**config.mk**
```make
export PLATFORM = sky130hd
export DESIGN_NAME = bni_ram
export DESIGN_NICKNAME = d
export VERILOG_FILES = /design/src/hw/rtl/bni_ram.sv
export SDC_FILE = /design/constraint.sdc
export NUM_CORES = 2
export LEC_CHECK = 0
export BUFFER_PORTS_ARGS = -buffer_cell sky130_fd_sc_hd__buf_2
export CORE_MARGIN = 10
export CORE_UTILIZATION = 50
export DETAILED_ROUTE_END_ITERATION = 8
export GPL_ROUTABILITY_DRIVEN = 0
export GPL_TIMING_DRIVEN = 0
export PLACE_DENSITY = 0.62
export SETUP_SLACK_MARGIN = 0.3
export SLEW_MARGIN = 30
export SYNTH_ARGS = -nofsm -noshare
export SYNTH_HDL_FRONTEND = slang
export SYNTH_SLANG_ARGS = --single-unit
export TNS_END_PERCENT = 5
```
**constraint.sdc**
```tcl
create_clock -name clock -period 11.1 [get_ports clock]
set_input_delay 1.665 -clock clock [delete_from_list [all_inputs] [get_ports clock]]
set_output_delay 1.665 -clock clock [all_outputs]
set_load 0.02 [all_outputs]
```
**src/hw/rtl/bni_ram.sv**
```systemverilog
// ----------------------------------------------------------------------------
// bni_ram
// Generic single-write, single-read RAM with registered read data.
// ----------------------------------------------------------------------------
module bni_ram #(
   parameter int Width = 32,
   parameter int Depth = 64
) (
   input  logic                     clock,
   input  logic                     wr_en,
   input  logic [$clog2(Depth)-1:0] wr_addr,
   input  logic [Width-1:0]         wr_data,
   input  logic                     rd_en,
   input  logic [$clog2(Depth)-1:0] rd_addr,
   output logic [Width-1:0]         rd_data
);

   logic [Width-1:0] mem [Depth];
   logic [Width-1:0] rd_data_ff;

   // write port and registered read port
   always_ff @(posedge clock) begin
      if (wr_en) begin
         mem[wr_addr] <= wr_data;
      end
      if (rd_en) begin
         rd_data_ff <= mem[rd_addr];
      end
   end

   assign rd_data = rd_data_ff;

endmodule

```
# == Word-level counts from Yosys, hierarchy flattened ==
# Memory sizes are Yosys's and may differ from the RTL's. A register that Yosys moved wholly into a read port is not among the register bits.
# Cells that the tools add are included.
# word_totals
regBits,0
ram_bits,2048
in_bits,47
output_inout_bits,32
mem_count,1
# classes
mux,2
# memory_table
name,depth,word_bits,read_ports,rd_ports_with_merged_regs,write_ports,line_no,source
mem,64,32,1,1,1,18,logic [Width-1:0] mem [Depth];
# op_table
cell,count
$mux W1,2

# == Depth between registers and ports, before layout ==
# depth
depth_word,2
ltp_mapped,10
ltp_nobuf,5

# == Least setup slack after synthesis ==
# Ideal clock, no wire load.
# synth_path
path_kind,input to register
start,input wr_addr[3]
end,"memory mem[48][0], enable pin"
arrival_ns,4.364
t_required_ns,10.639
slack_ns,6.275
path_stages,4
path_buffers,1
cell_sequence,clkbuf_1 nor2b_1 nand4b_1 nor3_1
# synth_lines
item,line_no,source
"start, declared",11,"input logic [$clog2(Depth)-1:0] wr_addr,"
"end, declared",18,
# Straight into the memory's write port.

==> flow_metrics.env <==
export IMPL_numPortBuffers=70
export IMPL_ys_warn_count=0
export IMPL_rsz0062_at_grt="false"
export IMPL_start_kind="input pin"
export IMPL_grt_pass1_vias=38640
export IMPL_synthAdderAreaFrac_pct=0
export IMPL_critical_path_slowest_cell="a21oi_1"
export IMPL_hpwl_um=154600
export IMPL_worst_pin_slew_ps=1043
export IMPL_synth_fp_nets=3371
export IMPL_worstSetupEndpointType="flip-flop"
export IMPL_clockBufferDepth=3
export IMPL_synth_compound_area_share_pct=1.666
export IMPL_combPwrFrac_pct=5.8
export IMPL_fmax_ghz=0.2013
export IMPL_yosysUniqueCellTypes=33
export IMPL_p_int_w=0.01280
export IMPL_synth_seq_area_share_pct=79.23
export IMPL_pwr_share_clk_pct=41.0
export IMPL_numCtsBuffers=205
export IMPL_routed_wl_um=235400
export IMPL_synth_xor_area_share_pct=0
export IMPL_min_period_ps=4968
export IMPL_ant_nets=0
export IMPL_cp_num_buf_inv=5
export IMPL_synth_top_area_share_pct=79.23
export IMPL_grt_use_total_pct=26.96
export IMPL_p_leak_nw=28.95
export IMPL_outcome="completed"
export IMPL_die_area_sq_um=174000
export IMPL_synth_top_area_cell="edfxtp_1"
export IMPL_synth_simple_area_share_pct=1.260
export IMPL_worstPathArrival_ps=5520
export IMPL_grt_max_degree=65
export IMPL_power_density_nw_per_um2=177.6
export IMPL_drt_iter0_drc=6531
export IMPL_finalSetupViolCount=0
export IMPL_synth_mux_area_share_pct=16.72
export IMPL_fp_dieH_um=417.1
export IMPL_peakVddDrop_uv=167.3
export IMPL_cts_resized_gates=0
export IMPL_syn_to_final_growth_pct=17.09
export IMPL_core_sq_um=156400
export IMPL_avgViaCountPerCell=6.631
export IMPL_fin_tns_setup_ps=0
export IMPL_p_sw_w=0.003596
export IMPL_nFillCells=10890
export IMPL_crit_cells=9
export IMPL_slew_headroom_pct=30.44
export IMPL_clk_pin_slew_ps=70
export IMPL_ys_ff_latch=2080
export IMPL_reg2reg_slack_ps=8370
export IMPL_globalRouteOverflowTotal=0
export IMPL_cp_top_family="buffers and inverters"
export IMPL_min_path_cells=4
export IMPL_wl_per_cell_um=39.38
export IMPL_grt_pass1_wl_um=321400
export IMPL_fin_worst_skew_ps=26.81
export IMPL_drtPass1Iterations=8
export IMPL_die_w_um=417.1
export IMPL_critPathKind="input pin to flip-flop"
export IMPL_place_area_sq_um=85850
export IMPL_synth_top_family_by_area="multiplexers"
export IMPL_hold_violations=0
export IMPL_clock_latency_ps=830
export IMPL_cpPeakStageDelay_ps=620
export IMPL_clock_tree_htree_level_count=4
export IMPL_initial_core_util_pct=50.41
export IMPL_p_total_w=0.01639
export IMPL_sw_frac_of_total_pct=21.94
export IMPL_final_cell_mix="edfxtp_1 (2080), mux4_2 (544), clkbuf_16 (208), buf_16 (108), buf_2 (101)"
export IMPL_critical_path_required_ps=11650
export IMPL_cts_sinks=2080
export IMPL_syn_area_per_cell_sq_um=23.72
export IMPL_antenna_found_initial=16
export IMPL_post_cts_buffers=0
export IMPL_vias=39620
export IMPL_syn_inst=3324
export IMPL_drive_above_1_share_pct=31.48
export IMPL_drc=0
export IMPL_postCtsHoldBufs=0
export IMPL_nets=3793
export IMPL_final_common_cell="edfxtp_1"
export IMPL_regArea_sq_um=62460
export IMPL_cts_tree="yes"
export IMPL_cap_viol_max_count=0
export IMPL_multi_input_area_sq_um=15970
export IMPL_crit_fanout=10
export IMPL_cts_root_buf="clkbuf_16"
export IMPL_rr_worst_depth=4
export IMPL_crit_top_cell="buf_2"
export IMPL_pwr_share_seq_pct=53.2
export IMPL_period_share_pct=44.76
export IMPL_rows=145
export IMPL_io_pins=79
export IMPL_path_cells="buf_2 -> buf_2 -> buf_2 -> clkbuf_1 -> buf_2 -> mux2i_1 -> a21oi_1 -> a21oi_1 -> nor2_1"
export IMPL_synthesis_area_sq_um=78840
export IMPL_worstHoldPathType="flip-flop to flip-flop"
export IMPL_synth_area_leaders="edfxtp_1 (79%), mux4_2 (16%), mux2i_1 (1.2%)"
export IMPL_stdcell_area_sq_um=92310
export IMPL_slew_violations=0
[path summary, 6_finish.rpt]
kind | from | to
setup / recovery | rd_addr[1] | rd_data[16]
hold / removal | mem[29][8] | rd_data[8]
setup reg to reg | mem[24][21] | rd_data[21]
hold reg to reg | mem[29][8] | rd_data[8]
[sequential cells by signal, indices dropped and copies added, names as in the netlist]
signal   cells
mem       2048
rd_data     32
[metrics by stage]
stage / util (%) / worst slack [ps] / cells / hold WS (ps)
floorplan: - / 6275 / 3324 / 750.2
global placement: 52.28 / 3100 / 5452 / 1048
detailed placement: 54.90 / 5473 / 5597 / 1017
CTS: 59.01 / 6328 / 5971 / 1028
global route: 59.03 / 6313 / 5975 / 1085
finish: 59.03 / 6132 / 5976 / 1085
[cell usage after synthesis, drive strengths merged]
cell type	number
nand4	2
a22oi	12
or3b	5
nand2b	8
o221ai	27
and2	2
edfxtp	2080
a31oi	1
and3	4
o32ai	4
or2	3
clkbuf	74
a21oi	62
nand2	26
nor3	7
buf	108
nand4b	1
o22ai	84
or3	3
a311oi	8
mux2i	93
nor2b	15
nor2	137
mux4	544
a41o	4
nand3b	5
nand3	5
[power groups by stage]
stage	sequential [W]	combinational (W)	clock, W
after global routing	0.00873	0.000971	0.00709
after CTS	0.00873	0.000943	0.00677
after floorplan	0.00891	0.000423	0
final	0.00873	0.000950	0.00671
after detailed placement	0.00889	0.000941	0
after global placement	0.00890	0.000898	0
[worst register-to-register path, cell delays in order (launching register included)]
cell and delay [ps]:
edfxtp_1 360, mux4_2 480, mux4_2 580, o22ai_1 700, nor2_1 300
[routing by layer]
| metal | vias to the layer above | wire (um) | share of wire [%] | track usage (%) |
|---|---|---|---|---|
| li1 | 15190 | - | - | - |
| met3 | 536 | 24890 | 11 | 5.813 |
| met5 | - | 8 | 0.0034 | 0 |
| met4 | 2 | 14280 | 6.1 | 13.54 |
| met2 | 2722 | 110600 | 47 | 42.05 |
| met1 | 21180 | 85540 | 36 | 36.09 |
[cell families (layout without fill, tap and decap cells)]
family,count (synthesis),after routing
flops,2080,2080
mux,637,637
simple gates,223,223
compound gates,202,202
buf+inv,182,771
other cells,0,5
[layout make-up]
class,instances,share of cell area (%)
buffer,182,1.015
multi-input combinational,1062,17.30
clock inverter,123,1.152
clock buffer,251,5.813
sequential,2080,67.66
antenna,5,0.01355
tap,2058,2.789
timing repair buffer,215,4.253
Power figures use the tool's default switching activity.
