==> src/hw/rtl/bni_pkg.sv <==
// ----------------------------------------------------------------------------
// bni_pkg
// Shared types and constants for the batch normalization inference block.
// ----------------------------------------------------------------------------
package bni_pkg;

   localparam int DefNumChannels = 64;
   localparam int ChanW          = 6;
   localparam int ValW           = 32;
   localparam int VarW           = 31;
   localparam int ProdW          = 65;
   localparam int RootW          = 24;
   localparam int QuotW          = 65;
   localparam int DivSteps       = 65;
   localparam int SqrtSteps      = 24;
   localparam logic [VarW:0] EpsQ16 = 32'd7;

   localparam logic CmdLoad   = 1'b0;
   localparam logic CmdSample = 1'b1;

   // request and response tdata widths
   localparam int ReqDataW = 168;
   localparam int RspDataW = 40;

   // sideband that rides along the pipe
   typedef struct packed {
      logic [ChanW-1:0] channel;
      logic             row_end;
      logic             in_range;
   } side_type;

endpackage

==> src/hw/rtl/bni_sqrt_pipe.sv <==
// ----------------------------------------------------------------------------
// bni_sqrt_pipe
// Pipelined restoring square root, one result bit per stage.
// Root of (v << 16) where v is 32 bits; data rides along with its valid.
// ----------------------------------------------------------------------------
module bni_sqrt_pipe #(
   parameter int DataW = 8
) (
   input  logic                      clock,
   input  logic                      reset,
   input  logic                      advance,
   input  logic                      in_valid,
   input  logic [bni_pkg::VarW:0]    in_rad,
   input  logic [DataW-1:0]          in_data,
   output logic                      out_valid,
   output logic [bni_pkg::RootW-1:0] out_root,
   output logic [DataW-1:0]          out_data
);

   localparam int N  = bni_pkg::SqrtSteps;
   localparam int RW = 48;
   localparam int EW = 26;

   logic          vld_ff  [N+1];
   logic [RW-1:0] rad_ff  [N+1];
   logic [EW-1:0] rem_ff  [N+1];
   logic [N-1:0]  root_ff [N+1];
   logic [DataW-1:0] dat_ff [N+1];

   // stage zero latches the input
   always_ff @(posedge clock) begin
      if (reset) begin
         vld_ff[0] <= 1'b0;
      end else if (advance) begin
         vld_ff[0] <= in_valid;
      end
      if (advance) begin
         rad_ff[0]  <= {in_rad, 16'd0};
         rem_ff[0]  <= '0;
         root_ff[0] <= '0;
         dat_ff[0]  <= in_data;
      end
   end

   // one root bit per stage: two radicand bits shift in
   for (genvar s = 0; s < N; s++) begin : g_stage
      logic [EW-1:0] rem_sh;
      logic [EW-1:0] trial;
      logic          take;
      always_comb begin
         rem_sh = {rem_ff[s][EW-3:0], rad_ff[s][RW-1 -: 2]};
         trial  = {1'b0, root_ff[s][N-2:0], 2'b01};
         take   = rem_sh >= trial;
      end
      always_ff @(posedge clock) begin
         if (reset) begin
            vld_ff[s+1] <= 1'b0;
         end else if (advance) begin
            vld_ff[s+1] <= vld_ff[s];
         end
         if (advance) begin
            rad_ff[s+1]  <= {rad_ff[s][RW-3:0], 2'b00};
            rem_ff[s+1]  <= take ? rem_sh - trial : rem_sh;
            root_ff[s+1] <= {root_ff[s][N-2:0], take};
            dat_ff[s+1]  <= dat_ff[s];
         end
      end
   end

   assign out_valid = vld_ff[N];
   assign out_root  = root_ff[N];
   assign out_data  = dat_ff[N];

endmodule

==> config.mk <==
export PLATFORM = sky130hd
export DESIGN_NAME = bni_sqrt_pipe
export DESIGN_NICKNAME = d
export VERILOG_FILES = /design/src/hw/rtl/bni_pkg.sv /design/src/hw/rtl/bni_sqrt_pipe.sv
export SDC_FILE = /design/constraint.sdc
export NUM_CORES = 2
export LEC_CHECK = 0
export ABC_AREA = 1
export BUFFER_PORTS_ARGS = -buffer_cell sky130_fd_sc_hd__buf_2
export CAP_MARGIN = 30
export CORE_MARGIN = 8
export CORE_UTILIZATION = 50
export CTS_BUF_LIST = sky130_fd_sc_hd__clkbuf_16
export DETAILED_ROUTE_END_ITERATION = 8
export PLACE_DENSITY_LB_ADDON = 0.3
export SETUP_SLACK_MARGIN = 0.05
export SLEW_MARGIN = 30
export SYNTH_ARGS = -nofsm -noshare
export SYNTH_HDL_FRONTEND = slang
export SYNTH_SLANG_ARGS = --single-unit
==> constraint.sdc <==
create_clock -name clock -period 2.4 [get_ports clock]
set_clock_uncertainty 0.15 [all_clocks]
set_input_delay 0.24 -clock clock [delete_from_list [all_inputs] [get_ports clock]]
set_output_delay 0.24 -clock clock [all_outputs]
set_load 0.02 [all_outputs]
## After elaboration in Yosys (flattened, before gate mapping)

Memories as Yosys holds them, arrays and structs flattened.
Index checks and enable logic that the tools add are counted.
W data, S select, Z words.

- Add/sub/neg operators: 24
- Magnitude comparators: 24
- Muxes and demuxes: 55
- Bitwise logic cells: 25

Operator list:

| cell | count |
|---|---|
| $ge A26 B25 Y1 | 24 |
| $mux W26 | 24 |
| $sub A26 B25 Y26 | 24 |
| $mux W1 | 31 |
| $or A1 B1 Y1 | 25 |

- Register bits: 0
- Bits in writable memories: 2625
- Bits of input ports: 44
- Output and inout bits: 33
- Logic and storage cells: 133
- Memories kept: 5

Memories:

| name | depth | bits a word | rd ports | clocked after Yosys merged registers in | write ports | RTL line | text |
|---|---|---|---|---|---|---|---|
| rad_ff | 25 | 46 | 24 | 0 | 25 | bni_sqrt_pipe.sv:25 | `logic [RW-1:0] rad_ff [N+1];` |
| rem_ff | 25 | 26 | 24 | 0 | 25 | bni_sqrt_pipe.sv:26 | `logic [EW-1:0] rem_ff [N+1];` |
| root_ff | 25 | 24 | 25 | 0 | 25 | bni_sqrt_pipe.sv:27 | `logic [N-1:0] root_ff [N+1];` |
| dat_ff | 25 | 8 | 25 | 0 | 25 | bni_sqrt_pipe.sv:28 | `logic [DataW-1:0] dat_ff [N+1];` |
| vld_ff | 25 | 1 | 25 | 0 | 25 | bni_sqrt_pipe.sv:24 | `logic vld_ff [N+1];` |

## Longest topological paths before layout

- Word-level depth: 4
- Gate-level depth with buffers: 16
- Gate-level depth less buffers: 14

## Worst setup path after synthesis

Ideal clock, no wire load.

- Path kind: register to register
- Start: memory root_ff[2][96] in the netlist's numbering
- End: memory rem_ff[21][15] (netlist: rem_ff[2][145]), data pin
- Library setup time: 0.253 ns
- Data arrival time: 1.975 ns
- Required time: 1.997 ns
- Path slack: 0.022 ns
- Cell stages (with the launch flop): 17
- Buffers on the path: 2
- Path through: edfxtp_1 inv_1 ha_1 inv_1 fa_1 inv_1 nand3_1 nand3_1 nand2_1 nand2_1 nand2_2 nand3_4 inv_2 buf_6 buf_8 nand2_2 nand2_1

RTL lines:

| what | RTL line |
|---|---|
| start, declared | bni_sqrt_pipe.sv:27 |
| end, declared | bni_sqrt_pipe.sv:26 |

==> flow_summary.toml <==
[critical_path]
critPathMaxStageDelay_ns = 0.41
path_max_fanout = 7
path_common_cell = "nand2_1"
endpoint_kind = "flip-flop"
path_cells = "ha_1, nand2_1, nand2_1, nand2_1, nand3_1, nand2_1, nand2_1, nand2_2, nand3_4, clkbuf_16, nand2_1, o21ai_2"
critPathKind = "reg2reg"
cp.required_ns = 2.78
slowest_stage = "edfxtp_1"
startpoint_type = "flip-flop"
arrival_ns = 2.87

[placed_design]
preCtsSetupSlack_ns = -0.108
dp_hpwl_mm = 134
io_buffers = 76
dp_cells = 10500
place_congestion = 0.932
post_dp_cell_area_mm2 = 0.0777

[die]
io_pins = 77
die_w_um = 394
die_area_mm2 = 0.156
start_util = 0.501
core_area_mm2 = 0.143
die_h_um = 394
row_count = 139

[layout]
design_area_mm2 = 0.0882
layout-drive-gt1-share = 0.184
area_growth_pct = 23.3
nets = 9338
fin_cells = 11000

[power]
power.density_mw_per_mm2 = 781
vdd_drop_max_mv = 0.882
power_leakage_nw = 40.2
power_w = 0.0689

[clocking]
cts_sinks = 1312
cts-root-buf = "clkbuf_16"
cts_buffers = 143
htree_levels = 4
cts_tree = "done"
cts.clk_slew.worst_paths_ns = 0.06
cts_buffer_depth = 3
clk-insertion-delay-late_ns = 0.78

[global_route]
grt_pass1_vias = 53600
grt_pass1_wl_mm = 276
grt_use_total = 0.219
antenna_found_initial = 2
grt_overflow_total = 0
grt_max_degree = 111

[routing]
wire_per_inst_um = 16.5
drt_first_pass_iters = 6
drcViolationCount = 0
highest_layer = "met4"
drtAntennaViolNets = 0
wl_met1_mm = 78.7
dr_wl_met3_mm = 8.84
vias = 55800
drtIter0Drc = 3688
via_per_inst = 5.07
wl_met2_mm = 88.1
routed_wirelength_mm = 182

[logic_synthesis]
syn_inst = 8124
ys_seq_elements = 1312
synth_nets = 8485
synth_compound_area_frac = 0.0376
synth-main-ff-cell = "edfxtp_1"
synth_edf_count = 1312
synth_area_leaders = "edfxtp_1 (55%), nand2_1 (14%), inv_1 (7.6%), ha_1 (5.4%), nor2_1 (3.7%)"
synth_top_family_by_area = "simple AND/OR/NAND/NOR gates"
synth-xor-area-share = 0.0237
yosys.area_share.simple = 0.247
avgSynthCellArea_um2 = 8.81
syn_area_mm2 = 0.0716
synth_top_area_frac = 0.550
synth_common_cells = "nand2_1 (2680), inv_1 (1442), edfxtp_1 (1312)"
yosysSeqAreaShare = 0.550
ys_async_sr_fraction = 0
synthMuxAreaShare = 0
synth_most_common_cell = "nand2_1"
synth_warnings = 0
synth_fa_ha_area_frac = 0.0562
yosys.area.top_type = "edfxtp_1"
synthDistinctLibCells = 58

[sta]
relSlewSlack = 0.590
max_freq_ghz = 0.403
slew_violations = 0
rsz0062_at_grt = "true"
worst_slack_ns = -0.0844
period_share = 1.04
finalCriticalPeriod_ns = 2.48
finalSetupViolCount = 34
hold_ws_ns = 0.0669
worst_pin_slew_ns = 0.614
hold_violations = 0

[run]
drv_cap = 0

[status]
status = "finished, violations left"
violations = "setup timing"

[hold_path]
hold_class = "in2reg"
power by group:
| group | leakage [nW] | internal, W | switching, W |
|---|---|---|---|
| Clock | 2.46 | 0.0137 | 0.00917 |
| Sequential | 12.5 | 0.0282 | 0.00177 |
| Combinational | 25.2 | 0.00650 | 0.00963 |
| Total | 40.2 | 0.0484 | 0.0206 |
per-stage QoR:
step	utilization	TNS, ns
finish	0.618	-1.53
global route	0.618	-8.51
CTS	0.588	0
detailed placement	0.544	-2.69
global placement	0.544	-1.14
floorplan	-	0
path summary, 6_finish.rpt:
kind | to | start | slack [ns] | cells after the start
worst max-delay path | rem_ff[2][193] | rem_ff[2][165] | -0.08 | 12
worst min-delay path | dat_ff[0][2] | in_data[2] | 0.07 | 2
worst max register to register | rem_ff[2][193] | rem_ff[2][165] | -0.08 | 12
worst min register to register | rad_ff[1][175] | rad_ff[1][127] | 0.26 | 0
area by class of cell:
class                   instances  area [µm²]
inverters                    1484        5650
clock buffers                 145        3630
flip-flops and latches       1312       39400
well taps                    1903        2380
clock inverters               109        1270
fillers                     12000       54600
multi-input cells            5256       29100
repair inverters                6        68.8
diodes                          1        2.50
repair buffers                774        6720
cell usage in the layout (no fill, tap or decap), types with 18 or more instances in the layout:
cell type,instances
a21oi_2,81
clkbuf_16,160
o21ai_0,73
xor2_1,114
ha_2,31
edfxtp_1,1312
inv_1,1418
dlygate4sd3_1,77
xnor2_1,78
nand4_1,131
nand2_1,2495
nor2_2,60
nand3_2,62
inv_2,70
inv_6,18
nor3_1,54
bufinv_16,24
o21ai_2,43
nand2_2,183
buf_12,41
nor2_4,25
a21oi_1,182
o21ai_1,81
buf_4,543
clkinv_1,23
nand3_1,398
nor2_1,647
ha_4,94
nand3b_1,87
buf_2,75
nand2_4,35
ha_1,185
worst max-delay path: cells and delay by family, from the launching register on:
kind                       cells  cell delay, ns
and+or+nand+nor                9            1.03
buffers and inverters          1            0.24
AOI/OAI and AO/OA              1            0.05
DFF                            1            0.41
adders and majority gates      1            0.38
registers in the layout, indices dropped and copies added, names as in the netlist:
name	flops
root_ff	300
dat_ff	200
rad_ff	272
rem_ff	515
vld_ff	25
cell families after synthesis:
kind of cell | count (synthesis)
AND/OR/NAND/NOR | 4242
adder cells (fa/ha/maj) | 317
AO/OA/AOI/OAI | 502
buffers and inverters | 1556
XOR/XNOR | 194
other | 1
flip-flops | 1312
per-layer routing:
layer	global-route usage	up-vias
met5	0	-
met4	0.0753	0
met3	0.0310	385
met2	0.375	1433
met1	0.285	26000
li1	-	27900
repair_timing:
item | 4_1_cts | 5_1_grt
endpoints found under the hold margin | 374 | 0
cloned | 1 | 24
setup endpoints to repair | 235 | 475
pin swaps | 6 | 140
buffers inserted | 20 | 122
resized for setup | 91 | 658
hold buffers | 77 | 0
Power figures use the tool's default switching activity.
